## src/cbpg_pkg.sv

```systemverilog
// shared constants, types and state encoding for the cubic bezier point generator
package cbpg_pkg;

  // sizing
  localparam int MAX_POINTS  = 64;
  localparam int T_FRAC_BITS = 16;
  localparam int COORD_W     = 32;
  localparam int COUNT_W     = 7;
  localparam int T_W         = T_FRAC_BITS + 1;
  localparam int N_W         = $clog2(MAX_POINTS + 1);
  localparam int D_W         = $clog2(MAX_POINTS);
  localparam int STEP_W      = $clog2(T_FRAC_BITS + 1);
  localparam int REG_IDX_W   = 3;
  localparam int IN_DATA_W   = 24;
  localparam int OUT_DATA_W  = 2 * COORD_W;

  // weight arithmetic
  localparam int SQ_W      = 2 * T_FRAC_BITS + 1;
  localparam int M3_W      = T_FRAC_BITS + 2;
  localparam int WMUL_W    = SQ_W + M3_W;
  localparam int W_W       = 3 * T_FRAC_BITS + 1;
  localparam int WLO_W     = (W_W + 1) / 2;
  localparam int PROD_W    = COORD_W + WLO_W + 1;
  localparam int SUM_SHIFT = 3 * T_FRAC_BITS;
  localparam int ACC_W     = SUM_SHIFT + COORD_W + 2;
  localparam int Q_W       = ACC_W - SUM_SHIFT;

  // four terms, each split in two halves of the weight
  localparam int TERM_STEPS = 8;

  localparam logic [T_W-1:0] ONE_T = T_W'(1) << T_FRAC_BITS;

  // configuration register indexes
  typedef enum logic [REG_IDX_W-1:0] {
    REG_P0_X, REG_P0_Y, REG_P1_X, REG_P1_Y,
    REG_P2_X, REG_P2_Y, REG_P3_X, REG_P3_Y
  } reg_idx_t;

  typedef enum logic [2:0] {
    ST_IDLE, ST_DIV, ST_WSQ, ST_WCUBE, ST_WMIX, ST_TERM, ST_FIN
  } state_t;

  typedef enum logic [1:0] {
    T_KEEP, T_INPUT, T_ZERO
  } t_src_t;

  typedef enum logic [1:0] {
    WOP_NONE, WOP_SQ, WOP_CUBE, WOP_MIX
  } wop_t;

  typedef struct packed {
    t_src_t         t_src;
    logic           div_load;
    logic [D_W-1:0] divisor;
    logic           div_step;
    logic           div_bit;
    wop_t           wop;
    logic           acc_clear;
    logic           mul;
    logic [1:0]     term;
    logic           half;
    logic           out_load;
    logic           out_last;
    logic           t_adv;
  } dp_cmd_t;

  typedef struct packed {
    logic out_free;
  } dp_stat_t;

endpackage

```

## src/cbpg_ctrl.sv

```systemverilog
// sequencer for the divider, weight and term steps of each curve point
module cbpg_ctrl import cbpg_pkg::*; (
  input  logic               clk,
  input  logic               rst,
  input  logic               s_tvalid,
  output logic               s_tready,
  input  logic               s_func,
  input  logic [COUNT_W-1:0] s_count,
  input  dp_stat_t           stat,
  output dp_cmd_t            cmd
);

  state_t            state;
  state_t            state_next;
  logic [STEP_W-1:0] cnt;
  logic [N_W-1:0]    left;
  logic [COUNT_W-1:0] count_clamp;
  logic [N_W-1:0]    n_in;
  logic              accept;

  // clamp the requested number of points
  assign count_clamp = (s_count > COUNT_W'(MAX_POINTS)) ? COUNT_W'(MAX_POINTS) : s_count;
  assign n_in        = N_W'(count_clamp);
  assign s_tready    = (state == ST_IDLE);
  assign accept      = s_tvalid && s_tready;

  // next state
  always_comb begin
    state_next = state;
    unique case (state)
      ST_IDLE: begin
        if (accept) begin
          if (!s_func) begin
            state_next = ST_WSQ;
          end else if (n_in == '0) begin
            state_next = ST_IDLE;
          end else if (n_in == N_W'(1)) begin
            state_next = ST_WSQ;
          end else begin
            state_next = ST_DIV;
          end
        end
      end
      ST_DIV: begin
        if (cnt == STEP_W'(T_FRAC_BITS)) state_next = ST_WSQ;
      end
      ST_WSQ:   state_next = ST_WCUBE;
      ST_WCUBE: state_next = ST_WMIX;
      ST_WMIX:  state_next = ST_TERM;
      ST_TERM: begin
        if (cnt == STEP_W'(TERM_STEPS)) state_next = ST_FIN;
      end
      ST_FIN: begin
        if (stat.out_free) state_next = (left == N_W'(1)) ? ST_IDLE : ST_WSQ;
      end
      default: state_next = ST_IDLE;
    endcase
  end

  // datapath commands
  always_comb begin
    cmd = '0;
    unique case (state)
      ST_IDLE: begin
        if (accept) begin
          if (!s_func) begin
            cmd.t_src = T_INPUT;
          end else if (n_in != '0) begin
            cmd.t_src = T_ZERO;
            if (n_in != N_W'(1)) begin
              cmd.div_load = 1'b1;
              cmd.divisor  = D_W'(n_in - N_W'(1));
            end
          end
        end
      end
      ST_DIV: begin
        cmd.div_step = 1'b1;
        cmd.div_bit  = (cnt == '0);
      end
      ST_WSQ:   cmd.wop = WOP_SQ;
      ST_WCUBE: cmd.wop = WOP_CUBE;
      ST_WMIX: begin
        cmd.wop       = WOP_MIX;
        cmd.acc_clear = 1'b1;
      end
      ST_TERM: begin
        cmd.mul  = (cnt < STEP_W'(TERM_STEPS));
        cmd.term = cnt[2:1];
        cmd.half = cnt[0];
      end
      ST_FIN: begin
        cmd.out_load = stat.out_free;
        cmd.out_last = (left == N_W'(1));
        cmd.t_adv    = stat.out_free;
      end
      default: cmd = '0;
    endcase
  end

  // state, step counter and points still to emit
  always_ff @(posedge clk) begin
    if (rst) begin
      state <= ST_IDLE;
      cnt   <= '0;
      left  <= '0;
    end else begin
      state <= state_next;
      cnt   <= (state_next == state) ? cnt + STEP_W'(1) : '0;
      if (accept) begin
        left <= s_func ? n_in : N_W'(1);
      end else if (state == ST_FIN && stat.out_free) begin
        left <= left - N_W'(1);
      end
    end
  end

  a_div_bound: assert property (@(posedge clk) disable iff (rst)
    state == ST_DIV |-> cnt <= STEP_W'(T_FRAC_BITS))
    else $error("divider ran past its last step");

  a_fin_left: assert property (@(posedge clk) disable iff (rst)
    state == ST_FIN |-> left != '0)
    else $error("point emitted with none left");

  a_term_full: assert property (@(posedge clk) disable iff (rst)
    (state == ST_FIN && $past(state) == ST_TERM) |-> $past(cnt) == STEP_W'(TERM_STEPS))
    else $error("finish entered before all terms were accumulated");

endmodule

```

## config.mk

```make
export PLATFORM = sky130hd
export DESIGN_NAME = cbpg_ctrl
export DESIGN_NICKNAME = d
export VERILOG_FILES = /design/src/cbpg_pkg.sv /design/src/cbpg_ctrl.sv
export SDC_FILE = /design/constraint.sdc
export NUM_CORES = 1
export LEC_CHECK = 0
export BUFFER_PORTS_ARGS = -buffer_cell sky130_fd_sc_hd__buf_2
export CORE_ASPECT_RATIO = 1.5
export CORE_MARGIN = 4
export CORE_UTILIZATION = 56
export CTS_BUF_LIST = sky130_fd_sc_hd__clkbuf_16
export DETAILED_ROUTE_END_ITERATION = 6
export GPL_ROUTABILITY_DRIVEN = 0
export GPL_TIMING_DRIVEN = 0
export MAX_ROUTING_LAYER = met4
export PLACE_DENSITY = 0.85
export SLEW_MARGIN = 0
export SYNTH_ARGS = -nofsm -noshare
export SYNTH_HDL_FRONTEND = slang
export SYNTH_SLANG_ARGS = --single-unit
```

## constraint.sdc

```tcl
create_clock -name clk -period 2.85 [get_ports clk]
set_input_delay 0.1425 -clock clk [delete_from_list [all_inputs] [get_ports clk]]
set_output_delay 0.1425 -clock clk [all_outputs]
set_load 0.01 [all_outputs]
```

-- After elaboration in Yosys (flattened, before gate mapping)
Cells that the tools add are included.
- bits in registers: 15
- bits of input ports: 12
- logic and storage cells: 53
- $add $sub $neg: 3
- $lt $le $gt $ge: 2
- equality and inequality tests: 12
- mux-type cells: 24
- bitwise gates (word level): 1
- reductions and logical operators: 8
- operator list (cell ; number):
    $mux W7 ; 6
    $mux W9 ; 3
    $pmux W3 S7 ; 1
    $mux W3 ; 5
    $eq A7 B1 Y1 const B ; 2
    $mux W2 ; 6
    $eq A3 B3 Y1 const B ; 3
    $gt A7 B7 Y1 const B ; 1
    $logic_not A7 Y1 ; 1
    $ne A7 B1 Y1 const B ; 1
    $reduce_bool A7 Y1 ; 1
    $sub A7 B1 Y7 const B ; 1
    $eq A3 B2 Y1 const B ; 2
    $pmux W2 S3 ; 1
    $sub A6 B1 Y6 const B ; 1
    $add A5 B1 Y5 const B ; 1
    $eq A5 B4 Y1 const B ; 1
    $eq A5 B5 Y1 const B ; 1
    $logic_not A5 Y1 ; 1
    $lt A5 B4 Y1 const B ; 1
    $mux W4 ; 1
    $eq A3 B1 Y1 const B ; 1
    $eq A3 B3 Y1 ; 1
    $logic_not A3 Y1 ; 1
    other kinds (5) ; 6

-- Depth between registers and ports, before layout
Gate-level depths: netlist of run 1.
- depth after elaboration: 11
- gate-level depth with buffers: 9

-- Worst setup path after synthesis of run 1
Ideal clock, no wire load.
- path kind: input-to-reg
- start: input port s_count[6]
- end: register cnt[2]
- arrival time: 1.721 ns
- slack: 1.041 ns
- stages on the path: 8
- path buffers: 1
- cells stage by stage: clkbuf_1 nand2b_1 ha_1 nor2_1 or4_4 nand3_4 inv_4 nor4b_2
- longest elaborated chain between the ends: 11
- ends and longest elaborated chain (item ; RTL line ; source):
    start: declaration ; cbpg_ctrl.sv:8 ; input logic [COUNT_W-1:0] s_count,
    $gt A7 B7 Y1 ; cbpg_ctrl.sv:22 ; assign count_clamp = (s_count > COUNT_W'(MAX_POINTS)) ? COUNT_W'(MAX_POINTS) : s_count;
    $mux W7 (*) ; cbpg_ctrl.sv:22 ;
    $eq A7 B1 Y1 ; cbpg_ctrl.sv:37 ; end else if (n_in == N_W'(1)) begin
    $mux W2 ; cbpg_ctrl.sv:37 ;
    $mux W2 (*) ; cbpg_ctrl.sv:35 ; end else if (n_in == '0) begin
    $mux W2 (*) ; cbpg_ctrl.sv:33 ; if (!s_func) begin
    $mux W3 (*) ; cbpg_ctrl.sv:32 ; if (accept) begin
    $pmux W3 S7 (*) ; cbpg_ctrl.sv:30 ; unique case (state)
    $eq A3 B3 Y1 (*) ; cbpg_ctrl.sv:109 ; cnt <= (state_next == state) ? cnt + STEP_W'(1) : '0;
    $not A1 Y1 (no source line) (*) ; n/a ;
    $reduce_or A2 Y1 (no source line) (*) ; n/a ;
    end signal: assignment ; cbpg_ctrl.sv:109 ;
    end: declaration ; cbpg_ctrl.sv:15 ; logic [STEP_W-1:0] cnt;
Mark *: on every way between the ends. The rest lies on a longest branch, timed or not.
A chain may end at the register's enable or synchronous reset.

==> results.yml, run 1 <==
timing:
  finalHoldViolCount: 0
  tightest_slew_ns: 0.6999
  fin_worst_skew_ns: 0.0007929
  slew_headroom_pct: 52.91
  final-setup-viol-count: 0
  fin_crit_sh_pct: 76.30
  setup_tns_ns: 0
  slew_violations: 0
  fmax_mhz: 459.9
  layout_min_cycle_time_ns: 2.174
  rsz0062_at_grt: "no"
placed_design:
  hpwl_um: 2517
  dpl_cell_area_um2: 1435
  numPortBuffers: 33
clock_tree:
  postCtsSetupBuffers: 0
  clockRootBuffer: "clkbuf_16"
  htreeDepth: 1
  cts_tree: "done"
  cts_buffers: 3
  ctsHoldBuffers: 0
  clk_path_buf_depth: 2
  path_clk_slew_ns: 0.05
  cts_num_sinks: 15
  cts_resized: 0
  clkLatencyLatePin_ns: 0.24
route:
  vias_per_cell: 6.088
  wl_um: 3183
  post_drt_wl_per_cell_um: 14.80
  firstDrtPassIters: 4
  drcViolationCount: 0
  drt_iter0_markers: 30
  vias: 1309
  drtAntennaViolNets: 0
global_routing:
  grt_util_met1_pct: 23.92
  grtUsageTotal_pct: 23.91
  gr-total-overflow: 0
  grt_max_degree: 11
  grt-busiest-layer: "met2"
  grt_pass1_wl_um: 5437
  use_met2_pct: 43.79
  antenna_found_initial: 0
  met3_usage_pct: 3.288
  grt_pass1_vias: 1278
floorplan:
  rows: 20
  die_x_um: 46.46
  die_y_um: 65.69
  ios: 34
  start_util_pct: 59.82
  die-area_um2: 3052
  core_um2: 2077
setup_path:
  critPathArrivalTime_ns: 2.03
  end_kind: "output pin"
  cp.required_ns: 2.71
  path_max_fanout: 10
  crit_type: "in -> out"
  setup.worst_path.start_class: "input port"
logic_synthesis:
  synth_top_area_share_pct: 24.17
  yosysWarnings: 0
  syn_area_per_cell_um2: 7.964
  syn_area_um2: 1242
  synth_cell_types: 45
  synthCells: 156
  synthArstFlopShare_pct: 0
  synth_seq_cells: 15
  synth_area_leader_cell: "dfxtp_1"
  synth_edf_count: 0
  synth_ff_type: "dfxtp_1"
  synth_area_leaders: "dfxtp_1, ha_1, nor2_1, nor4b_2, nor3_1"
  synth_nets: 175
  seq_area_frac_synth_pct: 24.17
hold_path:
  hp-class: "in -> reg"
layout:
  syn_to_final_growth_pct: 22.16
  postLayoutCellArea_um2: 1518
  drive_gt1_share_pct: 26.42
  finish.net_count: 213
  insertedDiodeCount: 0
power_and_ir_drop:
  peakVddDrop_uv: 408.6
  p_per_area_nw_per_um2: 515.3
  finalPower_mw: 0.7821
  leakagePower_nw: 0.6935
outcome:
  status: "finished clean"
job:
  max_cap_violations: 0
[logic make-up after synthesis]
kind of cell | after synthesis | share of synthesized area, %
adder cells (fa/ha/maj) | 7 | 7.049
flip-flops | 15 | 24.17
buffers and inverters | 16 | 5.540
AO/OA/AOI/OAI | 31 | 17.42
XOR/XNOR | 7 | 4.935
AND/OR/NAND/NOR | 80 | 40.89
[final cells by class]
type / instances / area, um^2
multi-input cells: 125 / 873.3
well taps: 22 / 27.53
plain buffers: 8 / 36.28
repair buffers: 33 / 165.2
fillers: 170 / 559.3
clock inverters: 1 / 7.507
inverters: 8 / 32.53
clock buffers: 3 / 75.07
flip-flops and latches: 15 / 300.3
[flip-flops by register name, indices dropped and copies added, names as in the netlist]
| signal | count |
|---|---|
| state | 3 |
| cnt | 5 |
| left | 7 |
[cell usage after synthesis, types with 2 or more instances]
| library cell | number |
|---|---|
| and4b_1 | 2 |
| o211ai_1 | 4 |
| xnor2_1 | 3 |
| nor2b_1 | 5 |
| clkbuf_1 | 5 |
| nor2_1 | 20 |
| nor4b_2 | 5 |
| ha_1 | 7 |
| buf_2 | 2 |
| a21o_1 | 2 |
| o21ai_0 | 4 |
| xor2_1 | 4 |
| nand2b_1 | 4 |
| o21a_1 | 2 |
| nor3_1 | 9 |
| and3_1 | 6 |
| nand2_1 | 6 |
| dfxtp_1 | 15 |
| nor4_1 | 2 |
| a211oi_1 | 4 |
| a21oi_1 | 8 |
| inv_1 | 7 |
| nand3_1 | 6 |
| nor3b_1 | 3 |
[worst paths after layout]
kind	startpoint	to	slack (ns)	cells past startpoint
hold / removal	s_count[4]	left[4]$_SDFFE_PP0P_	0.18	3
setup reg to reg	state[2]$_SDFF_PP0_	left[3]$_SDFFE_PP0P_	1.04	5
setup / recovery	s_count[6]	cmd[17]	0.68	10
hold reg to reg	cnt[0]$_SDFF_PP0_	cnt[0]$_SDFF_PP0_	0.54	1
[cells in the final DEF (no fill, tap or decap), types with 5 or more instances in the layout]
cell	netlist	layout
nor3_1	9	9
nand3_1	6	6
nand2_1	6	6
a21oi_1	8	8
dfxtp_1	15	15
and3_1	6	6
buf_2	2	35
nor2b_1	5	5
clkbuf_1	5	5
nor2_1	20	20
ha_1	7	7
inv_1	7	7
nor4b_2	5	5
[layer usage]
| layer | routed length (um) | vias to the layer above |
|---|---|---|
| li1 | - | 643 |
| met1 | 1166 | 615 |
| met2 | 1779 | 41 |
| met3 | 156 | 10 |
| met4 | 80 | 0 |
| met5 | 0 | - |
[critical path: stages]
cell	delay [ns]
buf_2	0.11
clkbuf_1	0.35
nand2b_1	0.22
ha_1	0.20
nor2_1	0.06
or4_4	0.49
nand3_4	0.15
inv_4	0.08
o21a_1	0.10
buf_2	0.13
[power by group]
part	switching [mW]	internal (mW)	total [mW]
logic	0.145	0.105	0.249
registers	0.0255	0.231	0.257
clock network	0.0869	0.189	0.276
total	0.257	0.525	0.782
[per-stage QoR]
step           hold slack [ns]  std cells  utilization (%)  setup WS [ns]
2_1_floorplan           0.2836        156                -          1.041
3_3_place_gp            0.4261        211            69.10         0.7206
3_5_place_dp            0.4329        211            69.10         0.6616
4_1_cts                 0.1773        215            73.07         0.6724
5_1_grt                 0.1860        215            73.07         0.5611
6_report                0.1809        215            73.07         0.6755
No activity file was read; power rests on OpenSTA's default activity.
==> inputs of run 2 (changes only) <==
- ABC_AREA: default -> 1
- CORE_UTILIZATION: 56 -> 47
- PLACE_DENSITY: 0.85 -> 0.75
- clock period: 2.85 -> 1.85 ns (I/O delays scaled with it)
==> run 2 against run 1 <==
Clock power increased by 55%. Critical path depth grew 4. Sequential share of layout area down 3.0 points. Via count increased by 13%.
==> results.yml, run 2 <==
setup_path:
  reg2reg_from: "state[2]$_SDFF_PP0_"
  critPathArrivalTime_ns: 1.67
  crit_start: "s_count[0]"
  end_kind: "output pin"
  crit_type: "in -> out"
  path_max_fanout: 5
  r2r_cells: 9
  cp.required_ns: 1.76
  setup.worst_path.start_class: "input port"
  rrSetupSlack_ns: 0.25
  cp-endpoint: "cmd[18]"
  r2r_end: "cnt[0]$_SDFF_PP0_"
timing:
  fin_crit_sh_pct: 95.32
  final-setup-viol-count: 0
  slew_headroom_pct: 82.56
  layout_min_cycle_time_ns: 1.763
  fmax_mhz: 567.1
  slew_violations: 0
  setup_tns_ns: 0
  fin_worst_skew_ns: 0.003207
  tightest_slew_ns: 0.2613
  finalHoldViolCount: 0
logic_synthesis:
  yosysWarnings: 0
  synth_nets: 224
  synthArstFlopShare_pct: 0
  synth_edf_count: 0
  seq_area_frac_synth_pct: 23.30
  synth_top_area_share_pct: 23.30
  syn_area_um2: 1289
  yosysMostFrequentCell: "nand2_1"
  synth_area_leader_cell: "dfxtp_1"
  synthTopCellsByCount: "nand2_1, inv_1, nor2_1, nand3_1, dfxtp_1"
  synth_area_leaders: "dfxtp_1, nand2_1, inv_1, nor2_1, nand3_1"
  synth_ff_type: "dfxtp_1"
  synth_cell_types: 30
  syn_area_per_cell_um2: 6.287
  synthCells: 205
  synth_seq_cells: 15
route:
  drtAntennaViolNets: 0
  firstDrtPassIters: 4
  drt_iter0_markers: 31
  post_drt_wl_per_cell_um: 11.54
  vias: 1478
  vias_per_cell: 4.910
  drcViolationCount: 0
  wl_um: 3474
global_routing:
  grt_max_degree: 11
  grt-busiest-layer: "met2"
  antenna_found_initial: 0
  grtUsageTotal_pct: 19.51
  grt_util_met1_pct: 18.30
  gr-total-overflow: 0
  met3_usage_pct: 2.053
  grt_pass1_wl_um: 5409
  use_met2_pct: 37.50
  grt_pass1_vias: 1356
power_and_ir_drop:
  power_frac_seq_pct: 29.2
  swShare_pct: 35.98
  internal_power_mw: 0.8950
  peakVddDrop_uv: 400.3
  clock_power_share_pct: 30.5
  p_per_area_nw_per_um2: 781.3
  leakagePower_nw: 0.9679
  power_switching_mw: 0.5030
  pwr-share-comb_pct: 40.3
layout:
  regArea_um2: 300.3
  finish.net_count: 284
  top_regs: "left x7, cnt x5, state x3"
  drive_gt1_share_pct: 33.33
  multi_input_area_um2: 858.3
  fillers: 257
  top_register: "left"
  layout_common_cells: "nand2_1, inv_1, buf_2"
  instances_no_fill: 301
  final_common_cell: "nand2_1"
  largest_reg_flops: 7
  insertedDiodeCount: 0
  syn_to_final_growth_pct: 38.84
  postLayoutCellArea_um2: 1789
placed_design:
  numPortBuffers: 33
  dpl_cell_area_um2: 1500
  dp_cells: 275
  hpwl_um: 2425
clock_tree:
  htreeDepth: 1
  clk_path_buf_depth: 2
  ctsHoldBuffers: 0
  clkLatencyLatePin_ns: 0.25
  cts_tree: "done"
  path_clk_slew_ns: 0.05
  cts_num_sinks: 15
  clockRootBuffer: "clkbuf_16"
  cts_buffers: 3
job:
  max_cap_violations: 0
floorplan:
  rows: 23
  core_um2: 2648
  die_x_um: 50.76
  die-area_um2: 3661
  start_util_pct: 48.68
  die_y_um: 72.14
  ios: 34
hold_path:
  hp-class: "in -> reg"
outcome:
  status: "finished clean"
run 2: power groups by stage:
stage / sequential [mW] / combinational (mW) / clock [mW]
finish: 0.408 / 0.563 / 0.427
global route: 0.413 / 0.628 / 0.445
CTS: 0.408 / 0.517 / 0.427
detailed placement: 0.413 / 0.481 / 0
global placement: 0.412 / 0.476 / 0
floorplan: 0.405 / 0.363 / 0
run 2: per-layer routing:
metal  wire [um]  part of all wire (%)
met1        1332                    38
met2        1895                    55
met3         144                   4.1
met4         102                   2.9
met5           0                     0
run 2: worst max-delay path: stages:
cell,delay (ns)
buf_2,0.12
nor2_4,0.12
nand2_2,0.07
o21ai_4,0.18
nand2_2,0.11
inv_1,0.09
ha_2,0.16
inv_1,0.04
nor2_1,0.14
nand2_1,0.11
nand3_4,0.12
inv_4,0.05
buf_4,0.12
buf_2,0.13
run 2: area by class of cell:
cell class,count,area share (%)
Inverter,39,8.322
Multi-Input combinational cell,148,47.97
Sequential cell,15,16.78
Timing Repair Buffer,55,18.60
Clock inverter,1,0.2797
Buffer,3,1.259
Tap cell,37,2.587
Clock buffer,3,4.196
run 2: how the worst min path moves through the flow:
stage,cells past startpoint,endpoint,from
2_1_floorplan,1,state[0]$_SDFF_PP0_,rst
3_3_place_gp,2,state[0]$_SDFF_PP0_,rst
3_5_place_dp,2,state[0]$_SDFF_PP0_,rst
4_1_cts,2,state[0]$_SDFF_PP0_,rst
5_1_grt,2,state[2]$_SDFF_PP0_,rst
6_report,2,state[0]$_SDFF_PP0_,rst
run 2: repair_timing:
item | in CTS | in global routing
buffers inserted | 13 | 9
endpoints found under the setup margin | 5 | 5
pin swaps | 2 | 7
gates resized for setup | 5 | 11
run 2: metrics by stage:
stage          power [mW]  utilization, %  setup slack, ns  hold slack (ns)
6_report            1.398           67.58          0.08664          0.05667
3_5_place_dp       0.8946           56.66          -0.1575           0.3142
5_1_grt             1.486           67.58         -0.03031          0.06919
2_1_floorplan      0.7679               -           0.2024           0.1616
3_3_place_gp       0.8877           56.66          -0.1589           0.3121
4_1_cts             1.352           64.04         0.005458          0.05574
run 2: cell families (layout without fill, tap and decap cells):
kind of cell,count (synthesis),in the layout,share of synthesized area (%)
compound gates,28,28,13.20
fa+ha+maj,7,7,6.796
simple gates,105,105,38.16
buf+inv,42,101,13.11
xor+xnor,8,8,5.437
flops,15,15,23.30
